--- config.mk ---
export PLATFORM = sky130hd
export DESIGN_NAME = image_intensity_centroid
export DESIGN_NICKNAME = d
export VERILOG_FILES = /design/src/rtl/core/icc_pkg.sv /design/src/rtl/core/icc_fifo.sv /design/src/rtl/core/icc_front.sv /design/src/rtl/core/icc_back.sv /design/src/rtl/core/image_intensity_centroid.sv
export VERILOG_INCLUDE_DIRS = /design/src /design/src/rtl/core
export SDC_FILE = /design/constraint.sdc
export NUM_CORES = 2
export LEC_CHECK = 0
export BUFFER_PORTS_ARGS = -buffer_cell sky130_fd_sc_hd__clkbuf_2
export CORE_UTILIZATION = 64
export DETAILED_ROUTE_END_ITERATION = 12
export PLACE_DENSITY_LB_ADDON = 0.2
export SYNTH_ARGS = -nofsm -noshare
export SYNTH_HDL_FRONTEND = slang
export SYNTH_SLANG_ARGS = --single-unit
export TNS_END_PERCENT = 1
--- constraint.sdc ---
create_clock -name clk -period 11.1 [get_ports clk]
set_input_delay 1.665 -clock clk [delete_from_list [all_inputs] [get_ports clk]]
set_output_delay 1.665 -clock clk [all_outputs]
set_load 0.01 [all_outputs]
--- src/rtl/core/image_intensity_centroid_assert.svh ---
// Assertion macros shared by the centroid modules.
// Each module that uses them has a clock named clk and a reset named rst.
`ifndef IMAGE_INTENSITY_CENTROID_ASSERT_SVH
`define IMAGE_INTENSITY_CENTROID_ASSERT_SVH

// Same-cycle implication, disabled during reset.
`define ICC_ASSERT_IMP(name, ante, cons, msg) \
  name: assert property (@(posedge clk) disable iff (rst) (ante) |-> (cons)) \
    else $error(msg);

// Next-cycle implication, disabled during reset.
`define ICC_ASSERT_NXT(name, ante, cons, msg) \
  name: assert property (@(posedge clk) disable iff (rst) (ante) |=> (cons)) \
    else $error(msg);

`endif

--- src/rtl/core/icc_pkg.sv ---
package icc_pkg;

  // Fixed field widths of the ports.
  localparam int PIXEL_W    = 16;
  localparam int SIZE_W     = 11;
  localparam int PED_W      = 16;
  localparam int CFG_DATA_W = 16;
  localparam int CFG_IDX_W  = 2;
  localparam int SUM_OUT_W  = 37;
  localparam int CENT_W     = 32;

  // Configuration register indexes.
  typedef enum logic [CFG_IDX_W-1:0] {
    REG_IMAGE_WIDTH  = 2'd0,
    REG_IMAGE_HEIGHT = 2'd1,
    REG_PEDESTAL     = 2'd2
  } cfg_reg_t;

  // Register values after reset.
  localparam logic [SIZE_W-1:0] WIDTH_RST  = 11'd640;
  localparam logic [SIZE_W-1:0] HEIGHT_RST = 11'd480;
  localparam logic [PED_W-1:0]  PED_RST    = 16'd32;

  // Saturation limits of a centroid.
  localparam logic [CENT_W-1:0] CENT_POS_SAT = 32'h7FFF_FFFF;
  localparam logic [CENT_W-1:0] CENT_NEG_SAT = 32'h8000_0000;

  // Configuration registers as seen by the accumulator.
  typedef struct packed {
    logic [SIZE_W-1:0] image_width;
    logic [SIZE_W-1:0] image_height;
    logic [PED_W-1:0]  pedestal;
  } cfg_regs_t;

endpackage

--- src/rtl/core/icc_fifo.sv ---
module icc_fifo #(
  parameter int WIDTH = 8,
  parameter int DEPTH = 2,
  localparam int AW  = $clog2(DEPTH),
  localparam int CNW = $clog2(DEPTH + 1)
) (
  input  logic             clk,
  input  logic             rst,
  input  logic             push,
  input  logic [WIDTH-1:0] wdata,
  input  logic             pop,
  output logic [WIDTH-1:0] rdata,
  output logic             empty,
  output logic [CNW-1:0]   count
);

  logic [WIDTH-1:0] mem [DEPTH];
  logic [AW-1:0]    wr_ptr;
  logic [AW-1:0]    rd_ptr;

  assign rdata = mem[rd_ptr];
  assign empty = (count == '0);

  // Storage needs no reset.
  always_ff @(posedge clk) begin
    if (push) begin
      mem[wr_ptr] <= wdata;
    end
  end

  // Pointers and fill count.
  always_ff @(posedge clk) begin
    if (rst) begin
      wr_ptr <= '0;
      rd_ptr <= '0;
      count  <= '0;
    end else begin
      if (push) begin
        wr_ptr <= (wr_ptr == AW'(DEPTH - 1)) ? '0 : wr_ptr + 1'b1;
      end
      if (pop) begin
        rd_ptr <= (rd_ptr == AW'(DEPTH - 1)) ? '0 : rd_ptr + 1'b1;
      end
      if (push && !pop) begin
        count <= count + 1'b1;
      end else if (pop && !push) begin
        count <= count - 1'b1;
      end
    end
  end

endmodule

--- src/rtl/core/icc_front.sv ---
module icc_front #(
  parameter int MAX_WIDTH  = 1024,
  parameter int MAX_HEIGHT = 1024,
  parameter int SUM_W      = 37,
  parameter int MOM_W      = 47,
  parameter int Q_DEPTH    = 2,
  localparam int QCW = $clog2(Q_DEPTH + 1),
  localparam int QW  = SUM_W + 2 * MOM_W
) (
  input  logic                         clk,
  input  logic                         rst,
  input  icc_pkg::cfg_regs_t           cfg,
  input  logic [icc_pkg::PIXEL_W-1:0]  pixel,
  input  logic                         in_valid,
  output logic                         in_stall,
  input  logic [QCW-1:0]               q_count,
  output logic                         q_push,
  output logic [QW-1:0]                q_data
);

  localparam int CW   = $clog2(MAX_WIDTH);
  localparam int RW   = $clog2(MAX_HEIGHT);
  localparam int V_W  = icc_pkg::PIXEL_W + 1;
  localparam int XP_W = V_W + CW + 1;
  localparam int YP_W = V_W + RW + 1;

  logic [CW-1:0] col_count;
  logic [CW-1:0] last_col;
  logic [RW-1:0] row_count;
  logic [RW-1:0] last_row;
  logic          row_end;
  logic          at_last;
  logic          accept;
  logic [QCW:0]  slots_used;

  logic                 a_valid;
  logic                 a_last;
  logic signed [V_W-1:0] a_v;
  logic [CW-1:0]        a_col;
  logic [RW-1:0]        a_row;

  logic                  b_valid;
  logic                  b_last;
  logic signed [V_W-1:0] b_v;
  logic signed [XP_W-1:0] b_xp;
  logic signed [YP_W-1:0] b_yp;

  logic signed [SUM_W-1:0] sum_acc;
  logic signed [MOM_W-1:0] x_moment;
  logic signed [MOM_W-1:0] y_moment;
  logic signed [SUM_W-1:0] sum_next;
  logic signed [MOM_W-1:0] x_moment_next;
  logic signed [MOM_W-1:0] y_moment_next;

  // Last column and row index from the size registers, clamped to the frame limits.
  always_comb begin
    if (cfg.image_width == '0) begin
      last_col = '0;
    end else if (32'(cfg.image_width) > 32'(MAX_WIDTH)) begin
      last_col = CW'(MAX_WIDTH - 1);
    end else begin
      last_col = CW'(cfg.image_width - 1'b1);
    end
    if (cfg.image_height == '0) begin
      last_row = '0;
    end else if (32'(cfg.image_height) > 32'(MAX_HEIGHT)) begin
      last_row = RW'(MAX_HEIGHT - 1);
    end else begin
      last_row = RW'(cfg.image_height - 1'b1);
    end
  end

  assign row_end = (col_count >= last_col);
  assign at_last = row_end && (row_count >= last_row);

  // A frame's last pixel needs a queue slot for its totals, counting frames still in flight.
  assign slots_used = (QCW + 1)'(q_count) + (QCW + 1)'(a_valid && a_last)
                    + (QCW + 1)'(b_valid && b_last);
  assign in_stall   = at_last && (slots_used >= (QCW + 1)'(Q_DEPTH));
  assign accept     = in_valid && !in_stall;

  // Raster position of the next pixel.
  always_ff @(posedge clk) begin
    if (rst) begin
      col_count <= '0;
      row_count <= '0;
    end else if (accept) begin
      if (row_end) begin
        col_count <= '0;
        row_count <= at_last ? '0 : row_count + 1'b1;
      end else begin
        col_count <= col_count + 1'b1;
      end
    end
  end

  // Stage A: pedestal subtraction.
  always_ff @(posedge clk) begin
    if (rst) begin
      a_valid <= 1'b0;
    end else begin
      a_valid <= accept;
    end
  end

  always_ff @(posedge clk) begin
    a_v    <= {1'b0, pixel} - {1'b0, cfg.pedestal};
    a_col  <= col_count;
    a_row  <= row_count;
    a_last <= at_last;
  end

  // Stage B: column and row weighting.
  always_ff @(posedge clk) begin
    if (rst) begin
      b_valid <= 1'b0;
    end else begin
      b_valid <= a_valid;
    end
  end

  always_ff @(posedge clk) begin
    b_v    <= a_v;
    b_xp   <= a_v * $signed({1'b0, a_col});
    b_yp   <= a_v * $signed({1'b0, a_row});
    b_last <= a_last;
  end

  // Accumulation; the frame totals go to the queue and the sums restart.
  assign sum_next      = sum_acc + SUM_W'(b_v);
  assign x_moment_next = x_moment + MOM_W'(b_xp);
  assign y_moment_next = y_moment + MOM_W'(b_yp);

  assign q_push = b_valid && b_last;
  assign q_data = {sum_next, x_moment_next, y_moment_next};

  always_ff @(posedge clk) begin
    if (rst) begin
      sum_acc  <= '0;
      x_moment <= '0;
      y_moment <= '0;
    end else if (b_valid) begin
      if (b_last) begin
        sum_acc  <= '0;
        x_moment <= '0;
        y_moment <= '0;
      end else begin
        sum_acc  <= sum_next;
        x_moment <= x_moment_next;
        y_moment <= y_moment_next;
      end
    end
  end

`include "image_intensity_centroid_assert.svh"

  `ICC_ASSERT_IMP(a_push_has_room, q_push, q_count < QCW'(Q_DEPTH), "queue overflow at frame end")
  `ICC_ASSERT_NXT(a_frame_end_counts, accept && at_last, col_count == '0 && row_count == '0, "raster position not restarted")
  `ICC_ASSERT_NXT(a_push_clears_sums, q_push, sum_acc == '0 && x_moment == '0 && y_moment == '0, "sums not cleared after frame")

endmodule

--- src/rtl/core/icc_back.sv ---
module icc_back #(
  parameter int SUM_W     = 37,
  parameter int MOM_W     = 47,
  parameter int FRAC_BITS = 8,
  localparam int QW = SUM_W + 2 * MOM_W
) (
  input  logic                          clk,
  input  logic                          rst,
  input  logic                          q_empty,
  input  logic [QW-1:0]                 q_data,
  output logic                          q_pop,
  output logic [icc_pkg::SUM_OUT_W-1:0] pixel_sum,
  output logic [icc_pkg::CENT_W-1:0]    centroid_x,
  output logic [icc_pkg::CENT_W-1:0]    centroid_y,
  output logic                          zero_sum,
  output logic                          out_valid,
  input  logic                          out_stall
);

  localparam int NB  = MOM_W + FRAC_BITS;
  localparam int SCW = $clog2(NB + 1);
  localparam int CW  = icc_pkg::CENT_W;

  typedef enum logic [1:0] {ST_IDLE, ST_DIV, ST_DONE} state_t;

  state_t state;
  logic [SCW-1:0] step;

  logic signed [SUM_W-1:0] q_sum;
  logic signed [MOM_W-1:0] q_mom [2];
  logic [SUM_W-1:0]        q_den;
  logic                    q_zero;

  // Per-lane divider state: lane 0 is x, lane 1 is y.
  logic signed [SUM_W-1:0] sum_reg;
  logic                    zero_reg;
  logic [SUM_W-1:0]        den;
  logic [NB-1:0]           dvd [2];
  logic [SUM_W-1:0]        rem [2];
  logic [CW-1:0]           quo [2];
  logic                    sat [2];
  logic                    neg [2];

  logic [SUM_W:0]          trial    [2];
  logic                    fits     [2];
  logic [SUM_W-1:0]        rem_next [2];
  logic [MOM_W-1:0]        mom_abs  [2];
  logic [CW-1:0]           cent     [2];

  // Frame totals at the head of the queue.
  assign q_sum    = q_data[QW-1 -: SUM_W];
  assign q_mom[0] = q_data[2*MOM_W-1 -: MOM_W];
  assign q_mom[1] = q_data[MOM_W-1:0];
  assign q_den    = q_sum[SUM_W-1] ? SUM_W'(-q_sum) : q_sum;
  assign q_zero   = (q_sum == '0);
  assign q_pop    = (state == ST_IDLE) && !q_empty;

  // One restoring-division step per lane, and the saturated signed result.
  always_comb begin
    for (int i = 0; i < 2; i++) begin
      mom_abs[i]  = q_mom[i][MOM_W-1] ? MOM_W'(-q_mom[i]) : q_mom[i];
      trial[i]    = {rem[i], dvd[i][NB-1]};
      fits[i]     = (trial[i] >= {1'b0, den});
      rem_next[i] = fits[i] ? SUM_W'(trial[i] - {1'b0, den}) : SUM_W'(trial[i]);
      if (sat[i] || quo[i][CW-1]) begin
        cent[i] = neg[i] ? icc_pkg::CENT_NEG_SAT : icc_pkg::CENT_POS_SAT;
      end else begin
        cent[i] = neg[i] ? CW'(-quo[i]) : quo[i];
      end
    end
  end

  // Sequencer and output register.
  always_ff @(posedge clk) begin
    if (rst) begin
      state     <= ST_IDLE;
      step      <= '0;
      out_valid <= 1'b0;
    end else begin
      if (out_valid && !out_stall) begin
        out_valid <= 1'b0;
      end
      unique case (state)
        ST_IDLE: begin
          if (!q_empty) begin
            step  <= '0;
            state <= q_zero ? ST_DONE : ST_DIV;
          end
        end
        ST_DIV: begin
          step <= step + 1'b1;
          if (step == SCW'(NB - 1)) begin
            state <= ST_DONE;
          end
        end
        ST_DONE: begin
          if (!out_valid || !out_stall) begin
            out_valid <= 1'b1;
            state     <= ST_IDLE;
          end
        end
        default: state <= ST_IDLE;
      endcase
    end
  end

  // Divider datapath and result payload.
  always_ff @(posedge clk) begin
    if (q_pop) begin
      sum_reg  <= q_sum;
      zero_reg <= q_zero;
      den      <= q_den;
    end
    for (int i = 0; i < 2; i++) begin
      if (q_pop) begin
        dvd[i] <= NB'(mom_abs[i]) << FRAC_BITS;
        rem[i] <= '0;
        quo[i] <= '0;
        sat[i] <= 1'b0;
        neg[i] <= !q_zero && (q_mom[i][MOM_W-1] != q_sum[SUM_W-1]);
      end else if (state == ST_DIV) begin
        dvd[i] <= dvd[i] << 1;
        rem[i] <= rem_next[i];
        quo[i] <= {quo[i][CW-2:0], fits[i]};
        sat[i] <= sat[i] || quo[i][CW-1];
      end
    end
    if ((state == ST_DONE) && (!out_valid || !out_stall)) begin
      pixel_sum  <= icc_pkg::SUM_OUT_W'(sum_reg);
      centroid_x <= zero_reg ? '0 : cent[0];
      centroid_y <= zero_reg ? '0 : cent[1];
      zero_sum   <= zero_reg;
    end
  end

`include "image_intensity_centroid_assert.svh"

  `ICC_ASSERT_IMP(a_step_in_range, state == ST_DIV, step < SCW'(NB), "division step past the last bit")
  `ICC_ASSERT_IMP(a_zero_gives_zero, out_valid && zero_sum, centroid_x == '0 && centroid_y == '0, "zero sum with nonzero centroid")
  `ICC_ASSERT_NXT(a_done_delivers, state == ST_DONE && !(out_valid && out_stall), out_valid && state == ST_IDLE, "finished result not registered")

endmodule

--- src/rtl/core/image_intensity_centroid.sv ---
// Channel   Direction  Handshake                Payload
// pixel     in         in_valid / in_stall      pixel
// result    out        out_valid / out_stall    pixel_sum, centroid_x, centroid_y, zero_sum
// config    in         cfg_valid / cfg_ready    cfg_index, cfg_data
//
// Pixels are taken one per cycle; only a frame's last pixel can stall, when the
// two-entry frame queue has no free slot for its totals.
// Each frame result comes from the shared-denominator bit-serial divider, which works
// on a queued frame's totals while the front takes the next frame's pixels.
// The result register frees the divider, so out_stall holds only a finished result.
// Synchronous reset clears counters, sums, queue and handshakes, and loads the
// register defaults (640 by 480, pedestal 32); there is no clearing pass.
module image_intensity_centroid #(
  parameter int MAX_WIDTH  = 1024,
  parameter int MAX_HEIGHT = 1024,
  parameter int FRAC_BITS  = 8
) (
  input  logic                           clk,
  input  logic                           rst,
  input  logic [icc_pkg::PIXEL_W-1:0]    pixel,
  input  logic                           in_valid,
  output logic                           in_stall,
  output logic [icc_pkg::SUM_OUT_W-1:0]  pixel_sum,
  output logic [icc_pkg::CENT_W-1:0]     centroid_x,
  output logic [icc_pkg::CENT_W-1:0]     centroid_y,
  output logic                           zero_sum,
  output logic                           out_valid,
  input  logic                           out_stall,
  input  logic                           cfg_valid,
  output logic                           cfg_ready,
  input  logic [icc_pkg::CFG_IDX_W-1:0]  cfg_index,
  input  logic [icc_pkg::CFG_DATA_W-1:0] cfg_data
);

  localparam int CW      = $clog2(MAX_WIDTH);
  localparam int RW      = $clog2(MAX_HEIGHT);
  localparam int SUM_W   = icc_pkg::PIXEL_W + 1 + CW + RW;
  localparam int MOM_W   = SUM_W + ((CW > RW) ? CW : RW);
  localparam int Q_DEPTH = 2;
  localparam int QCW     = $clog2(Q_DEPTH + 1);
  localparam int QW      = SUM_W + 2 * MOM_W;

  icc_pkg::cfg_regs_t cfg;
  logic               q_push;
  logic               q_pop;
  logic               q_empty;
  logic [QCW-1:0]     q_count;
  logic [QW-1:0]      q_wdata;
  logic [QW-1:0]      q_rdata;

  // Configuration registers; writes are always taken.
  assign cfg_ready = 1'b1;

  always_ff @(posedge clk) begin
    if (rst) begin
      cfg.image_width  <= icc_pkg::WIDTH_RST;
      cfg.image_height <= icc_pkg::HEIGHT_RST;
      cfg.pedestal     <= icc_pkg::PED_RST;
    end else if (cfg_valid && cfg_ready) begin
      unique case (cfg_index)
        icc_pkg::REG_IMAGE_WIDTH:  cfg.image_width  <= cfg_data[icc_pkg::SIZE_W-1:0];
        icc_pkg::REG_IMAGE_HEIGHT: cfg.image_height <= cfg_data[icc_pkg::SIZE_W-1:0];
        icc_pkg::REG_PEDESTAL:     cfg.pedestal     <= cfg_data[icc_pkg::PED_W-1:0];
        default: ;
      endcase
    end
  end

  // Front: raster tracking and accumulation.
  icc_front #(
    .MAX_WIDTH  (MAX_WIDTH),
    .MAX_HEIGHT (MAX_HEIGHT),
    .SUM_W      (SUM_W),
    .MOM_W      (MOM_W),
    .Q_DEPTH    (Q_DEPTH)
  ) u_front (
    .clk      (clk),
    .rst      (rst),
    .cfg      (cfg),
    .pixel    (pixel),
    .in_valid (in_valid),
    .in_stall (in_stall),
    .q_count  (q_count),
    .q_push   (q_push),
    .q_data   (q_wdata)
  );

  // Frame totals queue between the two halves.
  icc_fifo #(
    .WIDTH (QW),
    .DEPTH (Q_DEPTH)
  ) u_fifo (
    .clk   (clk),
    .rst   (rst),
    .push  (q_push),
    .wdata (q_wdata),
    .pop   (q_pop),
    .rdata (q_rdata),
    .empty (q_empty),
    .count (q_count)
  );

  // Back: centroid division and result register.
  icc_back #(
    .SUM_W     (SUM_W),
    .MOM_W     (MOM_W),
    .FRAC_BITS (FRAC_BITS)
  ) u_back (
    .clk        (clk),
    .rst        (rst),
    .q_empty    (q_empty),
    .q_data     (q_rdata),
    .q_pop      (q_pop),
    .pixel_sum  (pixel_sum),
    .centroid_x (centroid_x),
    .centroid_y (centroid_y),
    .zero_sum   (zero_sum),
    .out_valid  (out_valid),
    .out_stall  (out_stall)
  );

endmodule

Word level (Yosys, flattened, before mapping)
Memories as Yosys holds them, arrays and structs flattened. A register that Yosys moved wholly into a read port is not among the register bits. Cells that the tools add are included.

Memories kept: 6. Logic and storage cells: 174. Bits in writable memories: 512. Flip-flop bits (word level): 493. Bits of input ports: 39.

$lt $le $gt $ge: 7. Bitwise operators: 8. Reductions and logical operators: 36. Equal/unequal tests: 10. Add/subtract/negate cells: 22. Muxes and demuxes: 51. $mul: 2.

Memory list: u_fifo.mem (words 2, width 131, read ports 1, clocked after memory_dff 1, wr ports 1, line icc_fifo.sv:17) `logic [WIDTH-1:0] mem [DEPTH];`; u_back.dvd (words 2, width 54, read ports 2, clocked after memory_dff 0, wr ports 2, line icc_back.sv:38) `logic [NB-1:0] dvd [2];`; u_back.rem (words 2, width 37, read ports 2, clocked after memory_dff 0, wr ports 2, line icc_back.sv:39) `logic [SUM_W-1:0] rem [2];`; u_back.quo (words 2, width 32, read ports 2, clocked after memory_dff 0, wr ports 2, line icc_back.sv:40) `logic [CW-1:0] quo [2];`; u_back.neg (words 2, width 1, read ports 2, clocked after memory_dff 0, wr ports 2, line icc_back.sv:42) `logic neg [2];`; u_back.sat (words 2, width 1, read ports 2, clocked after memory_dff 0, wr ports 2, line icc_back.sv:41) `logic sat [2];`.

Operators by type and width (count): 32-bit 2-to-1 mux (8); 47-bit 2-to-1 mux (4); 37-bit 2-to-1 mux (5); 54-bit 2-to-1 mux (2); 47-bit by 28-bit adder with 47-bit output (2); 47-bit negator (2); 38-bit by 37-bit >= comparator with 1-bit output (2); 37-bit subtractor (2); 32-bit negator (2); 10-bit 2-to-1 mux (6); 17-bit by 11-bit multiplier with 28-bit output (2); 37-bit by 17-bit adder with 37-bit output (1); 37-bit logical NOT (1); 37-bit negator (1); 36-bit 2-to-1 mux (1); 11-bit greater-than comparator (second input constant) (2); 11-bit logical NOT (2); 10-bit by 1-bit adder with 10-bit output (second input constant) (2); 10-bit >= comparator (2); 10-bit by 1-bit subtractor with 10-bit output (second input constant) (2); 16-bit by 16-bit subtractor with 17-bit output (1); 1-bit 2-to-1 mux (16); 1-bit logical AND (12); 2-bit 2-to-1 mux (6); other kinds (23) (50).

Logic depth before layout (Yosys ltp)
Word-level depth: 9. Depth in mapped cells: 24.

Modules after synthesis
A second synthesis with hierarchy kept.

Cells, all modules: 6372. Area total of the unflattened synthesis: 64817.2 µm².

Modules (own cells, without submodules): icc_front (area an instance 28728.8 µm², times used 1, cells an instance 3370); icc_back (area an instance 24466.0 µm², times used 1, cells an instance 2420); icc_fifo (area an instance 10027.1 µm², times used 1, cells an instance 429); image_intensity_centroid (area an instance 1595.3 µm², times used 1, cells an instance 153).

Worst setup path before layout
Ideal clock, no wire load.

Kind: reg2reg. Start: reg u_back.state[1]. End: reg u_back.step[3]. Arrival: 7.888 ns. Required time: 10.972 ns. Stages on the path, launching flop included: 9. Buffers on the path: 0. Clock period less this slack: 8.015 ns. Path slack: 3.085 ns. Cells stage by stage: dfxtp_1 nor2_1 o21ai_0 inv_1 nor2_1 inv_1 o21ai_0 a22oi_1 nor2_1.

Cells in the longest elaborated chain, start to end: 3. Elaborated cells on any way between the ends: 6. Classes of those cells: eq/ne: 2; mux: 1; reduce/logical: 3.

RTL lines: start: declaration (line icc_back.sv:26) `state_t state;`; start signal: assignment (line icc_back.sv:87) `state <= q_zero ? ST_DONE : ST_DIV;`; 2-bit logical NOT or 2-bit by 1-bit == test with 1-bit output (tied branches) (line icc_back.sv:83) `unique case (state)`; 2-bit != test (no source line) or 2-bit nonzero test (tied branches); 2-bit AND reduction (no source line); end signal: assignment (line icc_back.sv:91) `step <= step + 1'b1;`; end: declaration (line icc_back.sv:27) `logic [SCW-1:0] step;`.

Several ways; a longest one is shown, not always the timed one. A chain may end at the register's enable or synchronous reset.

Worst setup path in the final report
Start: reg, netlist name cfg[18]. End: out in_stall.

Cells in the longest elaborated chain, start to end: 6. Elaborated cells on any way between the ends: 8. Classes of those cells: add/sub: 1; order compare: 2; mux: 2; reduce/logical: 3.

RTL lines: 10-bit by 1-bit subtractor with 10-bit output or 11-bit greater-than comparator (tied branches) (line icc_front.sv:69, icc_front.sv:66); 10-bit 2-to-1 mux (line icc_front.sv:66) `end else if (32'(cfg.image_height) > 32'(MAX_HEIGHT)) begin`; 10-bit 2-to-1 mux * (line icc_front.sv:64) `if (cfg.image_height == '0) begin`; 10-bit >= comparator * (line icc_front.sv:74) `assign at_last = row_end && (row_count >= last_row);`; 1-bit logical AND * (line icc_front.sv:74); 1-bit logical AND * (line icc_front.sv:79) `assign in_stall = at_last && (slots_used >= (QCW + 1)'(Q_DEPTH));`; end: declaration (line image_intensity_centroid.sv:22) `output logic in_stall,`.

Every way passes the cells marked *; elsewhere a longest branch is shown, timed or not.

==> run summary <==
Synthesized area - 64,500 µm²
Slew HR - 0.164
Synth cell count leaders - edfxtp_1 (674), nand2_1 (629), inv_1 (581)
Status - completed
HPWL Detailed - 103 mm
Final hold slack - 0.349 ns
Vias in the first global route - 45,739
Site row count - 116
Ys async rst share - 0
Max IR drop VDD - 0.385 mV
HP Start - u_front.a_last
Post-CTS setup repair buffer count - 0
H-tree depth - 3
Psw - 5.50 mW
Die area - 102,000 µm²
Data arrival, critical path - 5.14 ns
Fin crit share - 0.613
Nets - 7,216
Initial DRC count - 3,821
CP Capture Type - output pin
Vias post-DR - 46,568
# diodes - 0
Final WL - 142 mm
Largest register by flop count - u_fifo.mem
Slew Limit Fails - 0
Power Density - 212 nW/µm²
Slew @ Worst Pin - 1.25 ns
Setup TNS - 0 ns
Final Hold Violating Endpoints - 0
GRT Util Overall - 0.280
Routed Antenna Nets - 0
Worst setup margin - 4.29 ns
DP Area - 66,000 µm²
RSZ-0062 raised after global routing - no
Ports - 144
Post-synth EDFFs - 674
Routed wire per std cell - 18.0 µm
Yosys top cell area share - 0.314
Crit Path Max Fanout - 12
Top Registers - u_fifo.mem: 262 flops, u_back.dvd: 94 flops, u_back.rem: 74 flops
Crit Path Category - reg -> out
Total power - 14.7 mW
Ys flop type - edfxtp_1
First element of the critical path - cfg[18]
Hold crit path type - reg -> reg
Share of cells above drive strength 1 - 0.0640
Min Tclk post-route - 6.81 ns
Post-synthesis sequential area ratio - 0.412
Sw Share - 0.373
Yosys warnings - 0
# hold bufs at CTS - 0
CTS resizes - 0
Gate count of the mapped netlist - 6,490
Drt first pass iters - 6
F_max - 147 MHz
Leakage - 29.6 nW
Syn Nets - 7,218
Final setup viols - 0
Worst reg2reg path startpoint - u_front.a_v[5]
Global-route wire length before repair - 233 mm
Startpoint types - flip-flop
Post-Syn Area per Cell - 9.94 µm²
CP required - 9.44 ns
Reg power frac - 0.390
Starting Density - 0.645
Max FFs per register - 262
R2R depth - 20
Comb power frac - 0.374
Residual DRC - 0
Hold depth - 0
Max-cap viol count - 0
Finished Layout Cells - 7,875
Setup WS pre-CTS - 4.74 ns
Root Driver - clkbuf_16
Routability cong. - 0.921
Worst-path clk slew - 0.06 ns
Clock tree from TritonCTS - yes
CTS max path bufs - 3
Internal Power - 9.24 mW
Grt total ovfl - 0
Most frequent cell after synthesis - edfxtp_1
Area grow syn2layout - 7.62%
CTS Sinks - 991
Total CTS buffers - 102
Placed insts - 7,682
Flops & latches, synth - 991
Core ar. - 100,000 µm²
Synth area leaders - edfxtp_1 (31%), dfxtp_1 (9.8%), fa_1 (9.7%), ha_1 (7.3%), xnor2_1 (3.7%)
Via density - 5.91
Leading area contributor after synthesis - edfxtp_1
Port bufs - 142
Initial antenna violation count - 0
Die height - 319 µm
Netlist cell types - 105
Largest net degree at the start of global routing - 231
Fin util - 0.694
Die W - 319 µm
Share of total power in the clock network - 0.236
Clk_skew - 0.0301 ns
Design Area, Final - 69,400 µm²
Worst-skew pair later-pin latency - 0.71 ns
==> area by class of cell <==
type	count	area, µm²
Timing Repair Buffer	171	943
Fill cell	7481	30600
Clock buffer	158	2960
Inverter	581	2190
Tap cell	1298	1620
Multi-Input combinational cell	4641	34600
Sequential cell	991	26600
Clock inverter	35	473
==> layer usage <==
layer  vias to the layer above  global-route usage  wire [µm]
li1                      22453                   -          -
met1                     22421               0.373      62300
met2                      1393               0.468      67200
met3                       301              0.0359       7470
met4                         0               0.104       5150
met5                         -                   0          0
==> cell usage in the layout, fill, tap and decap left out, types with 40 or more instances in the layout <==
cell type	netlist	layout
edfxtp_1	674	674
inv_1	581	579
and2_1	244	244
ha_1	377	377
a211oi_1	49	49
mux2i_1	138	135
o21ai_1	64	64
a21o_1	162	162
xor2_1	146	146
and3_1	43	42
nor3_1	110	110
dfxtp_1	317	315
a22o_1	65	65
a31oi_1	51	51
nor2b_1	107	104
fa_1	312	312
a21oi_1	457	455
clkbuf_1	230	40
o21ai_0	224	224
nand2_1	629	629
xnor2_1	273	273
clkbuf_2	1	141
nor2_1	528	526
clkbuf_16	0	105
nand3_1	96	96
==> power groups by stage <==
stage	logic, mW	clock network, mW	registers (mW)
2_1_floorplan	4.39	0	5.69
3_3_place_gp	5.33	0	5.77
3_5_place_dp	5.46	0	5.79
4_1_cts	5.49	3.53	5.73
5_1_grt	6.13	3.68	5.81
6_report	5.52	3.48	5.74
==> worst paths after layout <==
| check | to | slack [ns] |
|---|---|---|
| worst max-delay path | in_stall | 4.29 |
| worst min-delay path | u_front.b_last | 0.35 |
| worst max register to register | u_front.b_yp[25] | 4.70 |
| worst min register to register | u_front.b_last | 0.35 |
==> cell families after synthesis <==
| group | count (synthesis) | synth area share |
|---|---|---|
| muxes | 166 | 0.0263 |
| adders and majority gates | 689 | 0.170 |
| other | 1 | 0.0000582 |
| xor gates and xnor gates | 419 | 0.0569 |
| AOI/OAI and AO/OA | 1347 | 0.131 |
| and+or+nand+nor | 2019 | 0.151 |
| buffers and inverters | 858 | 0.0522 |
| DFF | 991 | 0.412 |
==> critical path, cell delays in order (launching register included) <==
cell and delay [ns]:
dfxtp_1 0.34, or3_1 0.45, or4_1 0.45, nor4b_1 0.65, a21oi_1 0.17, ha_1 0.30
nand2b_1 0.10, a21o_1 0.12, a21o_1 0.11, a21oi_1 0.06, nor2b_1 0.10, o211ai_1 0.12
o2bb2ai_1 0.18, nor3_1 0.99, clkbuf_2 0.32
No activity file was read; power rests on OpenSTA's default activity.
